$ cat config.mk
export PLATFORM = sky130hd
export DESIGN_NAME = tcp_keyword_packet_detector_unit
export DESIGN_NICKNAME = d
export VERILOG_FILES = /design/src/hdl/tkpd_pkg.sv /design/src/hdl/tkpd_header_parser.sv /design/src/hdl/tkpd_keyword_scan.sv /design/src/hdl/tcp_keyword_packet_detector_unit.sv
export VERILOG_INCLUDE_DIRS = /design/src /design/src/hdl
export SDC_FILE = /design/constraint.sdc
export NUM_CORES = 1
export LEC_CHECK = 0
export ABC_AREA = 1
export BUFFER_PORTS_ARGS = -buffer_cell sky130_fd_sc_hd__buf_2
export CAP_MARGIN = 10
export CELL_PAD_IN_SITES_DETAIL_PLACEMENT = 0
export CELL_PAD_IN_SITES_GLOBAL_PLACEMENT = 1
export CORE_MARGIN = 10
export CORE_UTILIZATION = 30
export CTS_CLUSTER_DIAMETER = 200
export CTS_CLUSTER_SIZE = 10
export DETAILED_ROUTE_END_ITERATION = 16
export PLACE_DENSITY = 0.59
export SYNTH_ARGS = -nofsm -noshare
export SYNTH_HDL_FRONTEND = slang
export SYNTH_SLANG_ARGS = --single-unit
$ cat constraint.sdc
create_clock -name clk -period 9.5 [get_ports clk]
set_clock_uncertainty 0.2 [all_clocks]
set_input_delay 0.95 -clock clk [delete_from_list [all_inputs] [get_ports clk]]
set_output_delay 0.95 -clock clk [all_outputs]
set_load 0.02 [all_outputs]
$ cat src/hdl/tcp_keyword_packet_detector_unit_defines.svh
// Assertion macros used by the keyword packet detector top level.
// Depends on nothing; each macro expects signals clk and rst_n in scope.
`ifndef TCP_KEYWORD_PACKET_DETECTOR_UNIT_DEFINES_SVH
`define TCP_KEYWORD_PACKET_DETECTOR_UNIT_DEFINES_SVH

// Same-cycle implication, disabled during reset.
`define TKPD_ASSERT_NOW(label, ante, cons, msg) \
    label: assert property (@(posedge clk) disable iff (!rst_n) (ante) |-> (cons)) \
        else $error(msg);

// Next-cycle implication, disabled during reset.
`define TKPD_ASSERT_NEXT(label, ante, cons, msg) \
    label: assert property (@(posedge clk) disable iff (!rst_n) (ante) |=> (cons)) \
        else $error(msg);

`endif

$ cat src/hdl/tkpd_pkg.sv
// Package for the TCP keyword packet detector: transaction types, constants
// and the status structs passed between its modules. Depends on nothing.
package tkpd_pkg;

    // Frame geometry and header codes.
    localparam logic [15:0] MAX_FRAME_BYTES  = 16'd16383;
    localparam logic [15:0] MIN_FRAME_LAST   = 16'd53;
    localparam logic [15:0] POS_ETYPE_HI     = 16'd12;
    localparam logic [15:0] POS_ETYPE_LO     = 16'd13;
    localparam logic [15:0] POS_VLAN_HI      = 16'd16;
    localparam logic [15:0] POS_VLAN_LO      = 16'd17;
    localparam logic [7:0]  ETH_HDR_BYTES    = 8'd14;
    localparam logic [7:0]  ETH_VLAN_BYTES   = 8'd18;
    localparam logic [15:0] ETYPE_VLAN       = 16'h8100;
    localparam logic [15:0] ETYPE_IPV4       = 16'h0800;
    localparam logic [7:0]  IP_PROTO_TCP     = 8'd6;
    localparam logic [5:0]  MIN_HDR_BYTES    = 6'd20;
    localparam logic [15:0] IP_OFF_PROTO     = 16'd9;
    localparam logic [15:0] IP_OFF_SRC_FIRST = 16'd12;
    localparam logic [15:0] IP_OFF_SRC_LAST  = 16'd15;
    localparam logic [15:0] IP_OFF_DST_FIRST = 16'd16;
    localparam logic [15:0] IP_OFF_DST_LAST  = 16'd19;
    localparam logic [15:0] TCP_OFF_SPORT_LAST = 16'd1;
    localparam logic [15:0] TCP_OFF_DPORT_LAST = 16'd3;
    localparam logic [15:0] TCP_OFF_DOFF     = 16'd12;
    localparam logic [15:0] TCP_OFF_FLAGS    = 16'd13;
    localparam int unsigned TCP_PSH_BIT      = 3;

    // Keywords, last byte lowest.
    localparam logic [31:0] KW_BLOB   = 32'h626C6F62;
    localparam logic [39:0] KW_NONCE  = 40'h6E6F6E6365;
    localparam logic [47:0] KW_MINING = 48'h6D696E696E67;

    // Input transaction.
    typedef struct packed {
        logic [7:0] frame_byte;
        logic       end_of_frame;
    } tkpd_frame_t;

    // Output transaction.
    typedef struct packed {
        logic        detected;
        logic [31:0] source_address;
        logic [31:0] destination_address;
        logic [15:0] source_port;
        logic [15:0] destination_port;
    } tkpd_result_t;

    // One byte moving from the input register into the frame state.
    typedef struct packed {
        logic        advance;
        logic        last;
        logic        inspect;
        logic [15:0] position;
        logic [7:0]  data;
    } tkpd_step_t;

    // Header state after the current byte has been applied.
    typedef struct packed {
        logic [15:0] ether_kind;
        logic [5:0]  ip_header_bytes;
        logic        header_reject;
        logic [31:0] source_address;
        logic [31:0] destination_address;
        logic [15:0] source_port;
        logic [15:0] destination_port;
        logic [7:0]  payload_start;
    } tkpd_hdr_t;

endpackage

$ cat src/hdl/tkpd_header_parser.sv
// Header parser: tracks Ethernet, VLAN, IPv4 and TCP header fields of the
// frame in progress. Depends on tkpd_pkg.
module tkpd_header_parser (
    input  logic                clk,
    input  logic                rst_n,
    input  tkpd_pkg::tkpd_step_t step,
    output tkpd_pkg::tkpd_hdr_t  hdr
);

    logic                vlan_reg;
    logic                vlan_next;
    tkpd_pkg::tkpd_hdr_t hdr_reg;
    tkpd_pkg::tkpd_hdr_t hdr_next;
    tkpd_pkg::tkpd_hdr_t upd;
    logic                vlan_upd;
    logic [7:0]          eth_bytes;
    logic [15:0]         ip_off;
    logic [15:0]         tcp_off;
    logic [5:0]          doff_bytes;

    // Header field offsets relative to the current byte.
    assign eth_bytes  = vlan_reg ? tkpd_pkg::ETH_VLAN_BYTES : tkpd_pkg::ETH_HDR_BYTES;
    assign ip_off     = step.position - {8'd0, eth_bytes};
    assign tcp_off    = ip_off - {10'd0, hdr_reg.ip_header_bytes};
    assign doff_bytes = {step.data[7:4], 2'b00};

    // Apply the current byte to the header state.
    always_comb
    begin
        upd      = hdr_reg;
        vlan_upd = vlan_reg;
        if (step.inspect)
        begin
            if (step.position == tkpd_pkg::POS_ETYPE_HI)
                upd.ether_kind = {step.data, 8'd0};
            if (step.position == tkpd_pkg::POS_ETYPE_LO)
            begin
                upd.ether_kind = {hdr_reg.ether_kind[15:8], step.data};
                if ({hdr_reg.ether_kind[15:8], step.data} == tkpd_pkg::ETYPE_VLAN)
                    vlan_upd = 1'b1;
            end
            if (vlan_reg && step.position == tkpd_pkg::POS_VLAN_HI)
                upd.ether_kind = {step.data, 8'd0};
            if (vlan_reg && step.position == tkpd_pkg::POS_VLAN_LO)
                upd.ether_kind = {hdr_reg.ether_kind[15:8], step.data};

            if (step.position >= {8'd0, eth_bytes})
            begin
                if (ip_off == 16'd0)
                begin
                    upd.ip_header_bytes = {step.data[3:0], 2'b00};
                    if ({step.data[3:0], 2'b00} < tkpd_pkg::MIN_HDR_BYTES)
                        upd.header_reject = 1'b1;
                end
                if (ip_off == tkpd_pkg::IP_OFF_PROTO && step.data != tkpd_pkg::IP_PROTO_TCP)
                    upd.header_reject = 1'b1;
                if (ip_off >= tkpd_pkg::IP_OFF_SRC_FIRST && ip_off <= tkpd_pkg::IP_OFF_SRC_LAST)
                    upd.source_address = {hdr_reg.source_address[23:0], step.data};
                if (ip_off >= tkpd_pkg::IP_OFF_DST_FIRST && ip_off <= tkpd_pkg::IP_OFF_DST_LAST)
                    upd.destination_address = {hdr_reg.destination_address[23:0], step.data};

                // TCP header fields, once the IP header length is known.
                if (hdr_reg.ip_header_bytes >= tkpd_pkg::MIN_HDR_BYTES
                    && ip_off >= {10'd0, hdr_reg.ip_header_bytes})
                begin
                    if (tcp_off <= tkpd_pkg::TCP_OFF_SPORT_LAST)
                        upd.source_port = {hdr_reg.source_port[7:0], step.data};
                    else if (tcp_off <= tkpd_pkg::TCP_OFF_DPORT_LAST)
                        upd.destination_port = {hdr_reg.destination_port[7:0], step.data};
                    else if (tcp_off == tkpd_pkg::TCP_OFF_DOFF)
                    begin
                        if (doff_bytes < tkpd_pkg::MIN_HDR_BYTES)
                            upd.header_reject = 1'b1;
                        else
                            upd.payload_start = eth_bytes
                                + {2'd0, hdr_reg.ip_header_bytes} + {2'd0, doff_bytes};
                    end
                    else if (tcp_off == tkpd_pkg::TCP_OFF_FLAGS)
                    begin
                        if (!step.data[tkpd_pkg::TCP_PSH_BIT])
                            upd.header_reject = 1'b1;
                    end
                end
            end
        end
    end

    // Keep the update, or clear everything after the last byte.
    always_comb
    begin
        hdr_next  = hdr_reg;
        vlan_next = vlan_reg;
        if (step.advance)
        begin
            if (step.last)
            begin
                hdr_next  = '0;
                vlan_next = 1'b0;
            end
            else
            begin
                hdr_next  = upd;
                vlan_next = vlan_upd;
            end
        end
    end

    always_ff @(posedge clk or negedge rst_n)
    begin
        if (!rst_n)
        begin
            hdr_reg  <= '0;
            vlan_reg <= 1'b0;
        end
        else
        begin
            hdr_reg  <= hdr_next;
            vlan_reg <= vlan_next;
        end
    end

    assign hdr = upd;

endmodule

$ cat src/hdl/tkpd_keyword_scan.sv
// Payload scanner: shifts payload bytes up to the first zero byte through a
// six-byte window and flags any keyword. Depends on tkpd_pkg.
module tkpd_keyword_scan (
    input  logic                 clk,
    input  logic                 rst_n,
    input  tkpd_pkg::tkpd_step_t step,
    input  logic [7:0]           payload_start,
    output logic                 keyword_found
);

    logic [47:0] recent_reg;
    logic [47:0] recent_next;
    logic        zero_seen_reg;
    logic        zero_seen_next;
    logic        found_reg;
    logic        found_next;
    logic [47:0] recent_upd;
    logic        zero_seen_upd;
    logic        found_upd;
    logic [47:0] shifted;

    assign shifted = {recent_reg[39:0], step.data};

    // Apply the current byte to the window.
    always_comb
    begin
        recent_upd    = recent_reg;
        zero_seen_upd = zero_seen_reg;
        found_upd     = found_reg;
        if (step.inspect && payload_start != 8'd0
            && step.position >= {8'd0, payload_start} && !zero_seen_reg)
        begin
            if (step.data == 8'd0)
            begin
                zero_seen_upd = 1'b1;
                recent_upd    = '0;
            end
            else
            begin
                recent_upd = shifted;
                if (shifted[31:0] == tkpd_pkg::KW_BLOB
                    || shifted[39:0] == tkpd_pkg::KW_NONCE
                    || shifted == tkpd_pkg::KW_MINING)
                    found_upd = 1'b1;
            end
        end
    end

    // Commit, clearing after the last byte of the frame.
    always_comb
    begin
        recent_next    = recent_reg;
        zero_seen_next = zero_seen_reg;
        found_next     = found_reg;
        if (step.advance)
        begin
            recent_next    = step.last ? '0 : recent_upd;
            zero_seen_next = step.last ? 1'b0 : zero_seen_upd;
            found_next     = step.last ? 1'b0 : found_upd;
        end
    end

    always_ff @(posedge clk or negedge rst_n)
    begin
        if (!rst_n)
        begin
            recent_reg    <= '0;
            zero_seen_reg <= 1'b0;
            found_reg     <= 1'b0;
        end
        else
        begin
            recent_reg    <= recent_next;
            zero_seen_reg <= zero_seen_next;
            found_reg     <= found_next;
        end
    end

    assign keyword_found = found_upd;

endmodule

$ cat src/hdl/tcp_keyword_packet_detector_unit.sv
// Top level of the TCP keyword packet detector: input register, byte
// counter, result register. Depends on tkpd_pkg, tkpd_header_parser,
// tkpd_keyword_scan and tcp_keyword_packet_detector_unit_defines.svh.
//
//   channel | handshake                   | payload
//   --------+-----------------------------+-------------------------------
//   frame   | frame_valid / frame_ready   | frame  (byte, end-of-frame)
//   result  | result_valid / result_ready | result (detect, addrs, ports)
//
// One byte is accepted per cycle unless a last byte is held in the input register.
// A byte waits in the input register and is applied to the frame state as it
// leaves it; the verdict for a frame is written to the result register as its
// last byte leaves the input register, later only while an earlier result waits.
// Reset clears all frame state and both valid flags.
// Only a last byte waits while an earlier result has not been taken; other
// bytes keep flowing while the result register is full.
`include "tcp_keyword_packet_detector_unit_defines.svh"

module tcp_keyword_packet_detector_unit (
    input  logic                   clk,
    input  logic                   rst_n,
    input  logic                   frame_valid,
    output logic                   frame_ready,
    input  tkpd_pkg::tkpd_frame_t  frame,
    output logic                   result_valid,
    input  logic                   result_ready,
    output tkpd_pkg::tkpd_result_t result
);

    logic                   s1_valid_reg;
    logic                   s1_valid_next;
    tkpd_pkg::tkpd_frame_t  s1_data_reg;
    logic [15:0]            pos_reg;
    logic [15:0]            pos_next;
    logic                   out_valid_reg;
    logic                   out_valid_next;
    tkpd_pkg::tkpd_result_t out_data_reg;
    tkpd_pkg::tkpd_result_t out_data_next;
    logic                   s1_adv;
    logic                   out_free;
    tkpd_pkg::tkpd_step_t   step;
    tkpd_pkg::tkpd_hdr_t    hdr;
    logic                   keyword_found;
    logic                   frame_ok;

    // Pipeline flow: a last byte needs a free result register.
    assign out_free    = !out_valid_reg || result_ready;
    assign s1_adv      = s1_valid_reg && (!s1_data_reg.end_of_frame || out_free);
    assign frame_ready = !s1_valid_reg || s1_adv;

    assign step.advance  = s1_adv;
    assign step.last     = s1_data_reg.end_of_frame;
    assign step.inspect  = s1_adv && (pos_reg < tkpd_pkg::MAX_FRAME_BYTES);
    assign step.position = pos_reg;
    assign step.data     = s1_data_reg.frame_byte;

    tkpd_header_parser u_header (
        .clk  (clk),
        .rst_n(rst_n),
        .step (step),
        .hdr  (hdr)
    );

    tkpd_keyword_scan u_scan (
        .clk          (clk),
        .rst_n        (rst_n),
        .step         (step),
        .payload_start(hdr.payload_start),
        .keyword_found(keyword_found)
    );

    // Frame verdict from the state including the last byte.
    assign frame_ok = (pos_reg >= tkpd_pkg::MIN_FRAME_LAST) && !hdr.header_reject
        && (hdr.ether_kind == tkpd_pkg::ETYPE_IPV4)
        && (hdr.ip_header_bytes >= tkpd_pkg::MIN_HDR_BYTES)
        && (hdr.payload_start != 8'd0)
        && ({8'd0, hdr.payload_start} <= pos_reg) && keyword_found;

    // Input register and saturating byte counter.
    always_comb
    begin
        s1_valid_next = frame_ready ? frame_valid : s1_valid_reg;
        pos_next      = pos_reg;
        if (s1_adv)
        begin
            if (s1_data_reg.end_of_frame)
                pos_next = '0;
            else if (pos_reg != 16'hFFFF)
                pos_next = pos_reg + 16'd1;
        end
    end

    // Result register.
    always_comb
    begin
        out_valid_next = out_valid_reg;
        out_data_next  = out_data_reg;
        if (result_ready)
            out_valid_next = 1'b0;
        if (s1_adv && s1_data_reg.end_of_frame)
        begin
            out_valid_next                    = 1'b1;
            out_data_next.detected            = frame_ok;
            out_data_next.source_address      = frame_ok ? hdr.source_address : '0;
            out_data_next.destination_address = frame_ok ? hdr.destination_address : '0;
            out_data_next.source_port         = frame_ok ? hdr.source_port : '0;
            out_data_next.destination_port    = frame_ok ? hdr.destination_port : '0;
        end
    end

    always_ff @(posedge clk or negedge rst_n)
    begin
        if (!rst_n)
        begin
            s1_valid_reg  <= 1'b0;
            pos_reg       <= '0;
            out_valid_reg <= 1'b0;
        end
        else
        begin
            s1_valid_reg  <= s1_valid_next;
            pos_reg       <= pos_next;
            out_valid_reg <= out_valid_next;
        end
    end

    // Payload registers.
    always_ff @(posedge clk)
    begin
        if (frame_ready)
            s1_data_reg <= frame;
        out_data_reg <= out_data_next;
    end

    assign result_valid = out_valid_reg;
    assign result       = out_data_reg;

    // A rejected frame reports all-zero addresses and ports.
    `TKPD_ASSERT_NOW(a_reject_zero, result_valid && !result.detected, result.source_address == 32'd0 && result.destination_address == 32'd0 && result.source_port == 16'd0 && result.destination_port == 16'd0, "rejected frame carries nonzero fields")
    // The byte counter restarts after a last byte.
    `TKPD_ASSERT_NEXT(a_pos_restart, s1_adv && s1_data_reg.end_of_frame, pos_reg == 16'd0, "byte counter not cleared at frame end")
    // A last byte always produces a result.
    `TKPD_ASSERT_NEXT(a_result_made, s1_adv && s1_data_reg.end_of_frame, result_valid, "frame end produced no result")
    // A last byte cannot overrun a result that is still waiting.
    `TKPD_ASSERT_NOW(a_no_overrun, s1_valid_reg && s1_data_reg.end_of_frame && result_valid && !result_ready, !frame_ready && !s1_adv, "last byte advanced over a pending result")

endmodule

Word-level counts from Yosys, hierarchy flattened
Cells that the tools add are included.

Flip-flop bits (word level): 294. Bits in latches: 0. Bits in writable memories: 0. Bits in read-only memories: 0. Input bits: 13. Output and inout bits: 99. Logic and storage cells: 144. Memories: 0.

Add/subtract/negate cells: 5. Multipliers: 0. Div/mod/pow operators: 0. $lt $le $gt $ge: 16. Equality and inequality tests: 14. Shifts and indexed selects: 0. Multiplexer cells: 45. Bitwise logic cells: 0. Reductions and logical operators: 42.

Operator list (count): two-way mux 127 bit (2); two-way mux 40 bit (4); two-way mux 16 bit (8); two-way mux 111 bit (1); equality test 16 x 4 -> 1 bit (second input constant) (5); two-way mux 32 bit (2); equality test 48 x 47 -> 1 bit (second input constant) (1); equality test 40 x 39 -> 1 bit (second input constant) (1); equality test 16 x 5 -> 1 bit (second input constant) (2); equality test 32 x 31 -> 1 bit (second input constant) (1); >= comparator 16 x 8 -> 1 bit (2); two-way mux 24 bit (1); two-way mux 8 bit (3); two-way mux 1 bit (22); logical AND 1 bit (18); adder 16 x 1 -> 16 bit (second input constant) (1); adder 8 x 6 -> 8 bit (2); equality test 16 x 12 -> 1 bit (second input constant) (1); equality test 16 bit (second input constant) (1); >= comparator 16 x 4 -> 1 bit (second input constant) (1); >= comparator 16 x 5 -> 1 bit (second input constant) (1); >= comparator 16 x 6 -> 1 bit (1); >= comparator 16 x 6 -> 1 bit (second input constant) (1); less-or-equal comparator 16 x 1 -> 1 bit (second input constant) (1); other kinds (22) (39).

Depth between registers and ports, before layout
Gate-level depths: netlist of run 1.

Depth in word-level cells: 20. Depth in mapped cells: 39. Depth with buffers taken out: 37.

Hierarchy
A second synthesis of run 1 with hierarchy kept.

Cells, all modules: 2099. Area total of the unflattened synthesis: 16514.6 µm².

By module, submodules not included: tkpd_header_parser (times used 1, cells each 1200, area each 8438.1 µm², sequential area each 3203.1 µm²); tcp_keyword_packet_detector_unit (times used 1, cells each 563, area each 5559.1 µm², sequential area each 3633.5 µm²); tkpd_keyword_scan (times used 1, cells each 336, area each 2517.4 µm², sequential area each 1051.0 µm²).

Worst setup path after synthesis of run 1
OpenSTA, ideal clock, no wires.

Path type: register to register. From: reg u_header.vlan_reg. To: reg out_data_reg, in the netlist result[86] (data pin). Setup time: 0.135 ns. Arrival time: 4.996 ns. Data required time: 9.165 ns. Path slack: 4.168 ns. Cell stages (with the launch flop): 37. Path buffers: 2. Period minus slack after synthesis: 5.332 ns. Cell sequence: dfrtp_1 -> inv_1 -> ha_1 -> nand2_1 -> nand2_1 -> nor2_2 -> xor2_1 -> inv_1 -> ha_1 -> a21oi_1 -> nand2_1 -> nor2_1 -> nand3_2 -> nor2_2 -> nor2_1 -> nor2_1 -> nand2_1 -> nor2_1 -> nand2_1 -> nor2_4 -> nand4_1 -> nand2_1 -> inv_2 -> ha_1 -> nand2_1 -> o21ai_0 -> nand2_1 -> o2111ai_1 -> a31oi_1 -> or3b_2 -> inv_1 -> nand3_1 -> nand2_1 -> nand2_4 -> buf_6 -> buf_8 -> nor2_2.

Word-level cells in the longest chain between the ends: 20. Elaborated cells between the ends (all ways): 55. Those cells by class: 4 x add/sub; 9 x order compare; 4 x eq/ne; 21 x mux; 17 x reduce/logical.

Ends and longest elaborated chain: from (decl) (line tkpd_header_parser.sv:10) `logic vlan_reg;`; from (signal assigned) (line tkpd_header_parser.sv:118) `vlan_reg <= vlan_next;`; parallel branches: the longest is 12 deep, another holds subtractor 16 x 8 -> 16 bit; two-way mux 127 bit * (line tkpd_header_parser.sv:32) `if (step.inspect)`; parallel branches: the longest is 7 deep, another holds >= comparator 16 x 8 -> 1 bit; to (signal assigned) (line tcp_keyword_packet_detector_unit.sv:132) `out_data_reg <= out_data_next;`; to (decl) (line tcp_keyword_packet_detector_unit.sv:37) `tkpd_pkg::tkpd_result_t out_data_reg;`.

Mark *: on every way between the ends. A chain may end at the register's enable or synchronous reset.

Final worst setup path of run 1
From: reg u_header.vlan_reg. To: reg out_data_reg, in the netlist result[95] (data pin).

Same word-level chain as after synthesis.

==> flow_metrics.env, run 1 <==
export IMPL_fp_dieH_um=242.2
export IMPL_clk_path_buf_depth=3
export IMPL_io_pins=112
export IMPL_p_per_area_mw_per_mm2=171.6
export IMPL_setup_viol=0
export IMPL_cts_tree="yes"
export IMPL_period_minus_slack_ns=6.960
export IMPL_final_cell_mix="nand2_1 (345), inv_1 (223), dfrtp_1 (188)"
export IMPL_cts_sinks=294
export IMPL_clockPowerShare=0.428
export IMPL_synth_distinct_cells=53
export IMPL_ys_seq_elements=294
export IMPL_hold_slack_ns=0.2037
export IMPL_drv_cap=0
export IMPL_yosysSeqAreaShare=0.5327
export IMPL_p_int_w=0.002136
export IMPL_final_common_cell="nand2_1"
export IMPL_wl_um=42980
export IMPL_via_per_inst=4.802
export IMPL_r2r_start="u_header.vlan_reg"
export IMPL_yosysWarnings=0
export IMPL_track_usage=0.1439
export IMPL_numCtsBuffers=35
export IMPL_multi_input_area_mm2=0.005617
export IMPL_die_area_mm2=0.05864
export IMPL_port_buffers=111
export IMPL_worstHoldPathType="input port to asynchronous set/reset pin"
export IMPL_arrival_ns=7.04
export IMPL_slew_headroom=0.2766
export IMPL_clk_latency_ns=0.56
export IMPL_hpwl_um=28700
export IMPL_grt_pass1_wl_um=68150
export IMPL_vias=11920
export IMPL_fill_cells=5170
export IMPL_core_area_mm2=0.04885
export IMPL_seqPwrFrac=0.467
export IMPL_start_kind="flip-flop"
export IMPL_layout_drive_gt1_share=0.1407
export IMPL_cp_common_cell="nand2_1"
export IMPL_drtIter0Drc=1025
export IMPL_area_growth_pct=14.79
export IMPL_cpMaxStageDelayCell="nand2_4"
export IMPL_criticalPathCategory="flip-flop to flip-flop"
export IMPL_path_clk_slew_ns=0.08
export IMPL_reg2reg_slack_ns=2.54
export IMPL_die_w_um=242.2
export IMPL_max_stage_delay_ns=0.71
export IMPL_syn_num_nets=1753
export IMPL_cts_resized_gates=0
export IMPL_syn_cell_area_mm2=0.01481
export IMPL_worstReg2RegEnd="result[95]"
export IMPL_p_leak_nw=7.755
export IMPL_gr_total_overflow=0
export IMPL_power_w=0.002917
export IMPL_outcome="finished, final reports clean"
export IMPL_syn_inst=1706
export IMPL_antenna_found_initial=3
export IMPL_place_congestion=0.8695
export IMPL_rsz0062_at_grt="false"
export IMPL_cp_end_kind="flip-flop"
export IMPL_register_area_mm2=0.007888
export IMPL_switching_share=0.2678
export IMPL_grt_pass1_vias=11650
export IMPL_ctsHtreeMaxLevel=2
export IMPL_ant_nets=0
export IMPL_cp_required_ns=9.58
export IMPL_dr_pass1_iters=5
export IMPL_final_hold_violation_count=0
export IMPL_grt_max_degree=82
export IMPL_synth_ff_type="dfrtp_1"
export IMPL_cp_max_fo=81
export IMPL_fin_crit_sh=0.7326
export IMPL_nNetsFinal=1841
export IMPL_ir_drop_uv=110.3
export IMPL_largest_register_ff_count=127
export IMPL_initial_core_util=0.3031
export IMPL_r2r_cells=35
export IMPL_syn_avg_cell_area_um2=8.678
export IMPL_rows=81
export IMPL_clockRootBuffer="clkbuf_16"
export IMPL_wire_per_inst_um=17.31
export IMPL_p_switching_w=0.0007813
export IMPL_synth_edf_count=106
export IMPL_cts_hold_buf=0
export IMPL_drc=0
export IMPL_worstMarginPinSlew_ns=1.085
export IMPL_diodes=0
export IMPL_combPwrFrac=0.104
export IMPL_fin_setup_tns_ns=0
export IMPL_fmax_ghz=0.1437
export IMPL_maxSlewViolCount=0
export IMPL_cts_setup_buffers=0
export IMPL_synthArstFlopShare=0.6395
cells in the mapped netlist, drive strengths merged (3+ instances only):
cell type | number | area, µm²
nor2 | 183 | 817.0
edfxtp | 106 | 3183
fa | 6 | 120.1
and3 | 3 | 18.77
clkbuf | 58 | 217.7
inv | 240 | 900.9
nand4 | 35 | 234.0
xnor2 | 5 | 43.79
o211ai | 9 | 67.56
nor4 | 10 | 77.57
nand3 | 127 | 668.2
o22ai | 98 | 613.1
a21oi | 18 | 90.09
clkinv | 3 | 11.26
ha | 28 | 350.3
nand2 | 354 | 1361
a31oi | 4 | 25.02
xor2 | 3 | 26.28
nor3 | 28 | 161.4
buf | 23 | 172.7
dfrtp | 188 | 4705
o21ai | 158 | 790.8
through the flow:
step,std cells,instance area [µm²],util,worst slack [ns]
5_1_grt,2483,17000,0.3479,1.836
6_report,2483,17000,0.3479,2.540
3_3_place_gp,2421,15970,0.3270,2.691
2_1_floorplan,1706,14810,-,4.168
3_5_place_dp,2421,15970,0.3270,2.534
4_1_cts,2483,17000,0.3479,2.506
worst max-delay path: cells and delay by family (launching register included):
family | cells | cell delay, ns
flip-flops | 1 | 0.57
AND/OR/NAND/NOR | 21 | 3.12
buffers and inverters | 5 | 0.75
AO/OA/AOI/OAI | 5 | 0.72
adder cells (fa/ha/maj) | 3 | 1.00
XOR/XNOR | 1 | 0.19
routing by layer:
metal  wire length, µm  track usage
met1             20120       0.1961
met2             19840       0.2296
met3              2198      0.03097
met4               808      0.03255
met5                26            0
logic make-up (layout without fill, tap and decap cells):
family	count (synthesis)	count (layout)	share of synthesized area
xor+xnor	8	8	0.004733
compound gates	297	297	0.1127
fa+ha+maj	34	34	0.03178
simple gates	749	749	0.2300
flops	294	294	0.5327
buf+inv	324	437	0.08797
how the worst max path moves through the flow:
| stage | startpoint | endpoint | slack, ns | cells past startpoint |
|---|---|---|---|---|
| final | u_header.vlan_reg | result[95] | 2.54 | 35 |
| after global routing | u_header.vlan_reg | result[95] | 1.84 | 35 |
| after CTS | u_header.vlan_reg | result[95] | 2.51 | 35 |
| after detailed placement | u_header.vlan_reg | result[95] | 2.53 | 35 |
| after global placement | u_header.vlan_reg | result[64] | 2.69 | 35 |
| after floorplan | u_header.vlan_reg | result[86] | 4.17 | 36 |
power by group through the flow:
stage / clock network, W / logic, W / registers, W
final: 0.00125 / 0.000304 / 0.00136
after global routing: 0.00134 / 0.000343 / 0.00137
after CTS: 0.00129 / 0.000311 / 0.00136
after detailed placement: 0 / 0.000310 / 0.00139
after global placement: 0 / 0.000311 / 0.00139
after floorplan: 0 / 0.000179 / 0.00140
layout make-up:
class | instances | area share
Clock buffer | 59 | 0.05809
Tap cell | 664 | 0.04888
Inverter | 243 | 0.05396
Multi-Input combinational cell | 1088 | 0.3305
Clock inverter | 3 | 0.001988
Timing Repair Buffer | 132 | 0.04248
Sequential cell | 294 | 0.4641
(Power assumes the default switching activity.)
==> run 2, diff against run 1 <==
PLACE_DENSITY = 0.61   (was 0.59)
clock period = 6 ns   (was 9.5 ns; I/O delays follow)
==> flow_metrics.env, run 2 (same netlist as run 1, synthesis figures left out) <==
export IMPL_maxSlewViolCount=0
export IMPL_crit_family="simple AND/OR/NAND/NOR gates"
export IMPL_r2r_cells=34
export IMPL_dr_pass1_iters=5
export IMPL_cpMaxStageDelayCell="dfrtp_2"
export IMPL_rows=81
export IMPL_setup_viol=0
export IMPL_io_pins=112
export IMPL_fmax_ghz=0.1772
export IMPL_port_buffers=111
export IMPL_gr_total_overflow=0
export IMPL_final_hold_violation_count=0
export IMPL_area_growth_pct=18.09
export IMPL_wl_um=43340
export IMPL_grt_max_degree=96
export IMPL_worstHoldPathType="input port to flip-flop"
export IMPL_cp_depth=34
export IMPL_antenna_found_initial=1
export IMPL_clockRootBuffer="clkbuf_16"
export IMPL_p_per_area_mw_per_mm2=265.6
export IMPL_layout_drive_gt1_share=0.1640
export IMPL_power_w=0.004643
export IMPL_dpl_cell_count=2440
export IMPL_setup_slack_ns=0.3568
export IMPL_arrival_ns=5.84
export IMPL_drv_cap=0
export IMPL_drtIter0Drc=920
export IMPL_fin_crit_sh=0.9405
export IMPL_final_cell_mix="nand2_1 (343), inv_1 (222), dfrtp_1 (186)"
export IMPL_p_leak_nw=7.970
export IMPL_whs_path_depth=1
export IMPL_place_ws_ns=0.09575
export IMPL_wire_per_inst_um=17.25
export IMPL_fp_dieH_um=242.2
export IMPL_initial_core_util=0.3031
export IMPL_grt_pass1_wl_um=68080
export IMPL_crit_buf_inv=5
export IMPL_criticalPathCategory="flip-flop to flip-flop"
export IMPL_largest_register_ff_count=127
export IMPL_place_congestion=0.8600
export IMPL_clk_path_buf_depth=3
export IMPL_period_minus_slack_ns=5.643
export IMPL_fill_cells=5019
export IMPL_vias=11980
export IMPL_fin_setup_tns_ns=0
export IMPL_cts_tree="yes"
export IMPL_hpwl_um=28950
export IMPL_grt_pass1_vias=11760
export IMPL_die_area_mm2=0.05864
export IMPL_track_usage=0.1425
export IMPL_cp_common_cell="nand2_1"
export IMPL_start_kind="flip-flop"
export IMPL_cp_max_fo=16
export IMPL_max_stage_delay_ns=0.41
export IMPL_nNetsFinal=1872
export IMPL_path_clk_slew_ns=0.07
export IMPL_final_common_cell="nand2_1"
export IMPL_slew_headroom=0.2998
export IMPL_core_area_mm2=0.04885
export IMPL_ir_drop_uv=155.5
export IMPL_cp_required_ns=6.19
export IMPL_instances_no_fill=2513
export IMPL_die_w_um=242.2
export IMPL_ant_nets=0
export IMPL_numCtsBuffers=35
export IMPL_drc=0
export IMPL_via_per_inst=4.768
export IMPL_ctsHtreeMaxLevel=2
export IMPL_outcome="finished, final reports clean"
export IMPL_cp_end_kind="flip-flop"
export IMPL_clk_latency_ns=0.55
export IMPL_cts_sinks=294
export IMPL_worstMarginPinSlew_ns=1.050
==> run 2: cell count changes in the layout (fill, tap and decap cells not counted), sizes merged <==
| cell | delta |
|---|---|
| dlygate4sd3 | +3 |
| nand2 | +1 |
| buf | +24 |
| inv | +2 |
| diode | +1 |
| clkinv | -1 |
==> run 2: path summary, 6_finish.rpt <==
path	from	slack, ns	endpoint
max	pos_reg[2]	0.36	result[57]
min	frame[5]	0.04	s1_data_reg[5]
max reg2reg	pos_reg[2]	0.36	result[57]
min reg2reg	u_header.hdr_reg[32]	0.28	u_header.hdr_reg[32]
max in group asynchronous	rst_n	3.92	u_header.hdr_reg[35]
min in group asynchronous	rst_n	0.45	u_header.hdr_reg[97]
==> run 2: worst register-to-register path, delay by kind of cell (launching register included) <==
kind / cells / cell delay (ns)
simple gates: 23 / 2.67
fa+ha+maj: 3 / 1.06
compound gates: 2 / 0.19
buf+inv: 5 / 0.59
xor+xnor: 1 / 0.37
flops: 1 / 0.41
==> run 2: layout make-up <==
cell class | count | area [µm²] | share of cell area
antenna | 1 | 2.502 | 0.0001431
sequential | 294 | 7890 | 0.4513
timing repair buffer | 162 | 1089 | 0.06226
multi-input combinational | 1089 | 5743 | 0.3285
clock buffer | 56 | 954.7 | 0.05460
tap | 664 | 830.8 | 0.04752
clock inverter | 4 | 57.56 | 0.003292
inverter | 243 | 917.1 | 0.05245
==> run 2: metrics by stage <==
stage                 util  instance area [µm²]  hold slack [ns]
global route        0.3579                17480          0.01079
global placement    0.3312                16180           0.2678
finish              0.3579                17480          0.03516
CTS                 0.3525                17220         0.001963
detailed placement  0.3312                16180           0.2737
floorplan                -                14810           0.1044
==> run 2: where the power goes <==
part           leakage, nW  switching [W]  total, W  internal [W]
clock                0.484       0.000862   0.00196       0.00110
combinational         3.79       0.000359  0.000516      0.000157
sequential            3.69      0.0000392   0.00216       0.00212
==> run 2: routing by layer <==
metal / track usage / wire length, µm / up-vias
li1: - / - / 5937
met1: 0.1952 / 20380 / 5755
met2: 0.2299 / 20430 / 246
met3: 0.02491 / 1845 / 44
met4: 0.03329 / 686 / 0
met5: 0 / 0 / -
==> run 2: timing repair <==
action | 4_1_cts | 5_1_grt
endpoints found under the setup margin | 0 | 139
setup buffers | 0 | 4
hold buffers | 3 | 0
endpoints found under the hold margin | 54 | 0
gates resized for setup | 0 | 30
==> run 3, diff against run 2 <==
==> constraint.sdc (replaced) <==
create_clock -name clk -period 6 [get_ports clk]
set_clock_uncertainty 0.2 [all_clocks]
set_input_delay 1.2 -clock clk [delete_from_list [all_inputs] [get_ports clk]]
set_output_delay 1.2 -clock clk [all_outputs]
set_load 0.02 [all_outputs]
==> flow_metrics.env, run 3 (same netlist as run 1, synthesis figures left out) <==
export IMPL_hpwl_um=29110
export IMPL_ant_nets=0
export IMPL_slew_headroom=0.2380
export IMPL_cts_tree="yes"
export IMPL_nNetsFinal=1869
export IMPL_die_area_mm2=0.05864
export IMPL_largest_register_ff_count=127
export IMPL_final_hold_violation_count=0
export IMPL_drv_cap=0
export IMPL_start_kind="flip-flop"
export IMPL_outcome="finished, final reports clean"
export IMPL_arrival_ns=5.74
export IMPL_worstMarginPinSlew_ns=1.143
export IMPL_cp_required_ns=6.18
export IMPL_setup_slack_ns=0.4428
export IMPL_dr_pass1_iters=5
export IMPL_p_per_area_mw_per_mm2=263.8
export IMPL_grt_pass1_wl_um=68480
export IMPL_p_leak_nw=7.947
export IMPL_die_w_um=242.2
export IMPL_io_pins=112
export IMPL_fin_crit_sh=0.9262
export IMPL_cts_sinks=294
export IMPL_cp_common_cell="nand2_1"
export IMPL_layout_drive_gt1_share=0.1685
export IMPL_clk_latency_ns=0.55
export IMPL_grt_max_degree=100
export IMPL_cpMaxStageDelayCell="or3b_4"
export IMPL_drtIter0Drc=1091
export IMPL_grt_pass1_vias=11860
export IMPL_fp_dieH_um=242.2
export IMPL_numCtsBuffers=35
export IMPL_place_ws_ns=-0.01361
export IMPL_fmax_ghz=0.1799
export IMPL_maxSlewViolCount=0
export IMPL_vias=12040
export IMPL_reg2reg_slack_ns=0.44
export IMPL_clk_path_buf_depth=3
export IMPL_cp_max_fo=8
export IMPL_dpl_cell_count=2434
export IMPL_final_cell_mix="nand2_1 (340), inv_1 (222), dfrtp_1 (188)"
export IMPL_initial_core_util=0.3031
export IMPL_power_w=0.004603
export IMPL_core_area_mm2=0.04885
export IMPL_area_growth_pct=17.84
export IMPL_rows=81
export IMPL_fin_setup_tns_ns=0
export IMPL_crit_family="simple AND/OR/NAND/NOR gates"
export IMPL_wl_met1_um=20880
export IMPL_met3_wirelength_um=2026
export IMPL_max_stage_delay_ns=0.40
export IMPL_clockRootBuffer="clkbuf_16"
export IMPL_ir_drop_uv=163.2
export IMPL_antenna_found_initial=1
export IMPL_wire_per_inst_um=17.53
export IMPL_place_congestion=0.8609
export IMPL_cp_end_kind="flip-flop"
export IMPL_setup_viol=0
export IMPL_ctsHtreeMaxLevel=2
export IMPL_gr_total_overflow=0
export IMPL_period_minus_slack_ns=5.557
export IMPL_wl_met2_um=20330
export IMPL_via_per_inst=4.797
export IMPL_criticalPathCategory="flip-flop to flip-flop"
export IMPL_port_buffers=111
export IMPL_instances_no_fill=2510
export IMPL_diodes=0
export IMPL_worstHoldPathType="flip-flop to flip-flop"
export IMPL_track_usage=0.1444
export IMPL_drc=0
export IMPL_final_common_cell="nand2_1"
export IMPL_wl_um=44000
export IMPL_cts_hold_buf=0
export IMPL_top_layer="met5"
export IMPL_path_clk_slew_ns=0.06
export IMPL_crit_buf_inv=7
run 3: layer usage:
layer / GRT usage / vias up
li1: - / 5942
met1: 0.2000 / 5801
met2: 0.2274 / 239
met3: 0.03020 / 57
met4: 0.03181 / 2
met5: 0 / -
run 3: report_power, final:
part           internal (W)  leakage (nW)  switching (W)
logic              0.000156          3.78       0.000368
registers           0.00212          3.70      0.0000323
clock network       0.00109         0.468       0.000831
total               0.00337          7.95        0.00123
run 3: what timing repair did:
action,4_1_cts,5_1_grt
cloned,0,7
pin swaps,1,7
setup endpoints to repair,49,138
setup buffers,2,6
resized for setup,1,41
run 3: path summary, 6_finish.rpt:
path                                 startpoint                    to  cells after the start
min in group asynchronous                 rst_n  u_header.hdr_reg[97]                      1
max in group asynchronous                 rst_n  u_header.hdr_reg[10]                      2
min                        u_header.hdr_reg[34]  u_header.hdr_reg[34]                      2
max                           u_header.vlan_reg             result[6]                     37
max reg2reg                   u_header.vlan_reg             result[6]                     37
min reg2reg                u_header.hdr_reg[34]  u_header.hdr_reg[34]                      2
run 3: cell type report:
class	instances	area, µm²
clock buffer	59	965.9
fill	5140	31400
multi-input combinational	1090	5788
clock inverter	2	17.52
tap	664	830.8
sequential	294	7888
inverter	243	917.1
timing repair buffer	158	1040
run 3: stage by stage:
step | utilization | cell area, µm² | hold WS, ns
4_1_cts | 0.3505 | 17120 | 0.2889
3_3_place_gp | 0.3300 | 16120 | 0.2679
5_1_grt | 0.3572 | 17450 | 0.3174
2_1_floorplan | - | 14810 | 0.2534
6_report | 0.3572 | 17450 | 0.2898
3_5_place_dp | 0.3300 | 16120 | 0.2738
run 3: tightest hold or removal path, stage by stage (launching register included):
cell,delay (ns)
dfrtp_1,0.34
nand2_1,0.05
o21ai_0,0.06
